==> src/rtl/mss_pkg.sv <==
// ----------------------------------------------------------------------------
// mss_pkg: shared types for the value set sorter
// Data word type and the per-cell control group of the insertion chain.
// ----------------------------------------------------------------------------
package mss_pkg;

  localparam int DATA_W = 32;

  typedef logic signed [DATA_W-1:0] data_t;

  // control broadcast to every cell of the chain
  typedef struct packed {
    logic ins;   // insert the incoming value
    logic pop;   // shift the chain one place toward cell zero
  } cell_ctrl_t;

endpackage

==> src/rtl/mss_cell.sv <==
// ----------------------------------------------------------------------------
// mss_cell: one slot of the insertion chain
// Holds one value; on insert it keeps, takes the new value or takes its left
// neighbor's value; on pop it takes its right neighbor's value.
// ----------------------------------------------------------------------------
module mss_cell (
  input  logic               clk,
  input  logic               rst,
  input  mss_pkg::cell_ctrl_t ctrl,
  input  mss_pkg::data_t     new_value,
  input  mss_pkg::data_t     left_value,
  input  logic               left_valid,
  input  logic               left_lt,
  input  mss_pkg::data_t     right_value,
  input  logic               right_valid,
  output mss_pkg::data_t     value,
  output logic               valid,
  output logic               lt
);
  import mss_pkg::*;

  // new value goes at or before this slot
  assign lt = !valid || (new_value < value);

  // valid bit
  always_ff @(posedge clk) begin
    if (rst) begin
      valid <= 1'b0;
    end else if (ctrl.pop) begin
      valid <= right_valid;
    end else if (ctrl.ins && lt) begin
      valid <= left_lt ? left_valid : 1'b1;
    end
  end

  // stored value
  always_ff @(posedge clk) begin
    if (ctrl.pop) begin
      value <= right_value;
    end else if (ctrl.ins && lt) begin
      value <= left_lt ? left_value : new_value;
    end
  end

endmodule

==> src/rtl/merge_and_sort_value_set_top.sv <==
// ----------------------------------------------------------------------------
// merge_and_sort_value_set_top: insertion sorter for a set of signed values
// Systolic chain of MAX_ITEMS cells kept in ascending order at all times.
// ----------------------------------------------------------------------------
// Usage:
//   Input channel (value, has_value, set_end, in_valid/in_ready): one beat per
//   element. While a set is being collected a beat is taken every cycle; the
//   new value is placed into the chain in the cycle it is accepted.
//   A beat with has_value low inserts nothing. Elements arriving when all
//   MAX_ITEMS cells are full are dropped and the overflow bit is raised for
//   the set.
//   A beat with set_end high starts the drain: the chain shifts toward cell
//   zero one place per cycle while the receiver is ready, and the output
//   channel (sorted_value, final_flag, overflow, out_valid/out_ready) gives
//   the held values in ascending order, final_flag on the last. An empty set
//   gives no beat. Drain: each result beat comes from the output register;
//   a set drains one beat per cycle while the receiver takes them. in_ready
//   is low from the set_end beat until the chain is empty, and stays low
//   while the receiver stalls. The drain is paced by the single output
//   register: when the receiver stalls the chain holds. Input and output are
//   otherwise separate.
//   Reset (rst, synchronous) empties the chain and clears the overflow bit.
// ----------------------------------------------------------------------------
module merge_and_sort_value_set_top #(
  parameter int MAX_ITEMS = 32
) (
  input  logic           clk,
  input  logic           rst,
  input  mss_pkg::data_t value,
  input  logic           has_value,
  input  logic           set_end,
  input  logic           in_valid,
  output logic           in_ready,
  output mss_pkg::data_t sorted_value,
  output logic           final_flag,
  output logic           overflow,
  output logic           out_valid,
  input  logic           out_ready
);
  import mss_pkg::*;

  data_t       cell_value [MAX_ITEMS];
  logic        cell_valid [MAX_ITEMS];
  logic        cell_lt    [MAX_ITEMS];
  cell_ctrl_t  ctrl;

  logic draining;
  logic ovf_seen;
  logic drain_ovf;
  logic in_fire;
  logic full;
  logic pop;

  // handshake and chain control
  assign in_ready = !draining;
  assign in_fire  = in_valid && in_ready;
  assign full     = cell_valid[MAX_ITEMS-1];
  assign pop      = draining && cell_valid[0] && (!out_valid || out_ready);

  assign ctrl = cell_ctrl_t'{ins: in_fire && has_value && !full, pop: pop};

  // chain of cells
  for (genvar i = 0; i < MAX_ITEMS; i++) begin : g_cell
    data_t left_value;
    logic  left_valid;
    logic  left_lt;
    data_t right_value;
    logic  right_valid;

    if (i == 0) begin : g_first
      assign left_value = value;
      assign left_valid = 1'b1;
      assign left_lt    = 1'b0;
    end else begin : g_mid
      assign left_value = cell_value[i-1];
      assign left_valid = cell_valid[i-1];
      assign left_lt    = cell_lt[i-1];
    end

    if (i == MAX_ITEMS - 1) begin : g_last
      assign right_value = cell_value[i];
      assign right_valid = 1'b0;
    end else begin : g_inner
      assign right_value = cell_value[i+1];
      assign right_valid = cell_valid[i+1];
    end

    mss_cell u_cell (
      .clk         (clk),
      .rst         (rst),
      .ctrl        (ctrl),
      .new_value   (value),
      .left_value  (left_value),
      .left_valid  (left_valid),
      .left_lt     (left_lt),
      .right_value (right_value),
      .right_valid (right_valid),
      .value       (cell_value[i]),
      .valid       (cell_valid[i]),
      .lt          (cell_lt[i])
    );
  end

  // drain mode and overflow tracking
  always_ff @(posedge clk) begin
    if (rst) begin
      draining <= 1'b0;
      ovf_seen <= 1'b0;
    end else begin
      if (in_fire) begin
        if (set_end) begin
          draining <= 1'b1;
          ovf_seen <= 1'b0;
        end else if (has_value && full) begin
          ovf_seen <= 1'b1;
        end
      end else if (draining && (!cell_valid[0] || (pop && !cell_valid[1]))) begin
        draining <= 1'b0;
      end
    end
  end

  // overflow bit carried by the set being drained
  always_ff @(posedge clk) begin
    if (in_fire && set_end) begin
      drain_ovf <= ovf_seen || (has_value && full);
    end
  end

  // output register
  always_ff @(posedge clk) begin
    if (rst) begin
      out_valid <= 1'b0;
    end else if (pop) begin
      out_valid <= 1'b1;
    end else if (out_ready) begin
      out_valid <= 1'b0;
    end
  end

  always_ff @(posedge clk) begin
    if (pop) begin
      sorted_value <= cell_value[0];
      final_flag   <= !cell_valid[1];
      overflow     <= drain_ovf;
    end
  end

endmodule
==> config.mk <==
export PLATFORM = sky130hd
export DESIGN_NAME = merge_and_sort_value_set_top
export DESIGN_NICKNAME = d
export VERILOG_FILES = /design/src/rtl/mss_pkg.sv /design/src/rtl/mss_cell.sv /design/src/rtl/merge_and_sort_value_set_top.sv
export SDC_FILE = /design/constraint.sdc
export NUM_CORES = 2
export LEC_CHECK = 0
export ABC_AREA = 0
export CAP_MARGIN = 20
export CORE_MARGIN = 5
export CORE_UTILIZATION = 25
export DETAILED_ROUTE_END_ITERATION = 10
export DONT_BUFFER_PORTS = 1
export PLACE_DENSITY = 0.38
export SLEW_MARGIN = 25
export SYNTH_ARGS = -nofsm -noshare
export SYNTH_HDL_FRONTEND = slang
export SYNTH_SLANG_ARGS = --single-unit
==> constraint.sdc <==
create_clock -name clk -period 6.8 [get_ports clk]
set_input_delay 1.02 -clock clk [delete_from_list [all_inputs] [get_ports clk]]
set_output_delay 1.02 -clock clk [all_outputs]
set_load 0.05 [all_outputs]
==> run metrics <==
Primary FF master, synth edfxtp_1; placer congestion estimate 0.814; Worst Tran Pin Value 1.16 ns; Max Fclk 0.213 GHz; post-route cell area 85100 sq um; Sw Share 0.289; most frequent cells in the layout edfxtp_1, inv_1, ha_1; Crit Path Class reg -> reg; worst setup margin 2.10 ns; Clock Path Buffers 4; classification of the worst-slack hold path in -> reg; post-route ant nets 0; vias per std cell 5.42; Worst EP required 7.28 ns; CP startpoint g_cell[9].u_cell.value[31]; Placed Area 80400 sq um; Post-DP HPWL 212000 um; clock share of power 0.409; num rows 202; clock-pin slew on the worst setup and hold paths 0.06 ns; power share of the sequential group 0.431; H-tree levels 4; Hold WS 0.344 ns; Worst-Skew Late Latency 0.85 ns; final setup violation count 0; Pleak 35.8 nW; Initial Util 0.250; Syn Nets 8481; pre-CTS WS 1.47 ns; final core utilization 0.282; vias 61400; Psw 0.00554 W; Mean Syn Cell Area 10.1 sq um; RSZ-0062 raised after global routing false; # hold bufs at CTS 0; die area 314000 sq um; initial DRC count 6207; CTS tree yes; ys async rst share 0; run status complete, no violations; EDFF count, synth 1059; drt pass-1 iters 6; share of layout cells above drive strength 1 0.0620; post-layout minimum cycle time 4.70 ns; Tot GR Track Use 0.183; ratio of final minimum period to clock period 0.691; crit-path max FO 33; CTS Sinks 1094; Routed WL 299000 um; Cell variety after synth 59; most common cell after layout, fill and taps aside edfxtp_1; Clock Skew 0.0557 ns; P per Cell Area 225 nW/um^2; synthesized flop and latch total 1094; Port Buf Inserts 0; Pint 0.0136 W; Slew Limit Headroom 0.225; R2R setup slack 2.10 ns; # IOs 74; crit path capture g_cell[10].u_cell.value[12]; Post-CTS Setup Inserts 0; CP Launch Type flip-flop; Remaining DRCs 0; Overflow after GRT 0; Synthesis Warnings 0; Worst EP arrival 5.18 ns; fin nets 8245; initial antenna violation count 18; largest net degree at the start of global routing 208; combinational share of power 0.161; r2r endpoint g_cell[10].u_cell.value[12]; die width 560 um; Worst Setup End Kind flip-flop; r2r startpoint g_cell[9].u_cell.value[31]; max-cap violations 0; cts bufs inserted 157; Syn Inst Count 7482; vias in the first global route 60500; worst reg-to-reg path cell count 10; CORE AREA 302000 sq um; cell area after synthesis 75600 sq um; sequential element share of the synthesized area 0.430; worst vdd ir 0.151 mV; Hold Vio Cnt, Final 0; Area Overhead vs Synth 12.5%; clock root buffer clkbuf_16; DR WL/cell 26.4 um; first-pass GRT wire length 434000 um; setup TNS 0 ns; die height 560 um; post-CTS sizing 0; Max Slew Vio Count 0
-- cells by family (layout without fill, tap and decap cells) --
group / Yosys count / count (layout) / synth area share
and+or+nand+nor: 1829 / 1829 / 0.118
AOI/OAI and AO/OA: 1897 / 1897 / 0.192
muxes: 151 / 151 / 0.0211
DFF: 1094 / 1094 / 0.430
adders and majority gates: 961 / 961 / 0.159
xor gates and xnor gates: 1 / 1 / 0.000116
buffers and inverters: 1549 / 1425 / 0.0802
other: 0 / 9 / 0
-- worst max-delay path: stages, from the launching register on --
cell and delay (ns):
edfxtp_1 0.41, inv_1 0.06, ha_1 0.38, nand4_1 0.22, nor4_1 0.77, nand2_1 0.23
a2111oi_0 0.59, nor3b_1 0.23, mux2i_4 0.82, buf_4 0.46, o221ai_1 0.18
-- area by class of cell --
type | count | area, sq um
tap | 3978 | 4980
sequential | 1094 | 32500
antenna | 9 | 22.5
clock buffer | 209 | 4200
inverter | 1004 | 3780
timing repair buffer | 150 | 1490
multi-input combinational | 4839 | 37700
clock inverter | 62 | 418
fill | 31500 | 217000
-- synth_stat cells, types with 5 or more instances --
master	n	area, sq um
nor3b_1	8	60.1
mux2_2	44	495
nand2_1	353	1330
and4_1	19	166
a21oi_1	433	2170
a221oi_1	33	289
a211o_1	8	70.1
nor3_1	514	2570
o21ai_1	12	60.1
o21ai_0	179	896
mux2i_2	7	96.3
o221ai_1	373	3270
nor2b_1	27	169
nand4_1	100	626
nand2b_1	53	332
a311oi_1	5	43.8
a211oi_1	27	203
and2_0	8	50.1
ha_1	961	12000
buf_2	129	646
a221o_1	507	5070
nor4_1	23	144
nor2_1	198	743
and2_1	55	344
clkbuf_1	321	1200
a2111o_1	10	113
a21o_1	156	1170
o2111ai_1	11	96.3
o21bai_1	11	82.6
nand3_1	466	2330
a31oi_1	29	181
inv_1	1004	3770
buf_1	83	312
mux2i_1	100	1000
a2111oi_0	23	201
o211ai_1	19	143
o21a_1	10	75.1
o22ai_1	23	144
o31ai_1	19	143
dfxtp_1	35	701
edfxtp_1	1059	31800
-- metrics by stage --
| stage | instances | total power [W] |
|---|---|---|
| floorplan | 7482 | 0.0103 |
| global placement | 11100 | 0.0114 |
| detailed placement | 11100 | 0.0115 |
| CTS | 11300 | 0.0194 |
| global route | 11300 | 0.0200 |
| finish | 11300 | 0.0191 |
-- state kept, by name (all words and copies together), names as in the netlist --
signal / flops
out_valid: 1
g_cell.u_cell.valid: 32
sorted_value: 32
final_flag: 1
drain_ovf: 1
draining: 1
ovf_seen: 1
overflow: 1
g_cell.u_cell.value: 1024
-- power by group through the flow --
stage	Combinational, W	Sequential [W]	Clock (W)
2_1_floorplan	0.00208	0.00824	0
3_3_place_gp	0.00298	0.00838	0
3_5_place_dp	0.00308	0.00838	0
4_1_cts	0.00309	0.00824	0.00806
5_1_grt	0.00346	0.00828	0.00830
6_report	0.00308	0.00825	0.00782
-- metal layers --
| layer | vias up | global-route usage | wire length, um |
|---|---|---|---|
| met2 | 1935 | 0.281 | 128000 |
| met3 | 343 | 0.0185 | 16000 |
| li1 | 28300 | - | - |
| met1 | 30900 | 0.275 | 148000 |
| met4 | 0 | 0.0443 | 7130 |
| met5 | - | 0 | 0 |
-- how the worst min path moves through the flow --
stage	slack, ns	to	from	cells past startpoint
final	0.34	g_cell[7].u_cell.valid	rst	1
after CTS	0.23	g_cell[3].u_cell.valid	rst	1
after floorplan	0.40	overflow	drain_ovf	0
after global placement	0.48	ovf_seen	ovf_seen	2
after global routing	0.27	g_cell[5].u_cell.valid	rst	1
after detailed placement	0.48	sorted_value[14]	g_cell[0].u_cell.value[14]	0
Power figures use the tool's default switching activity.
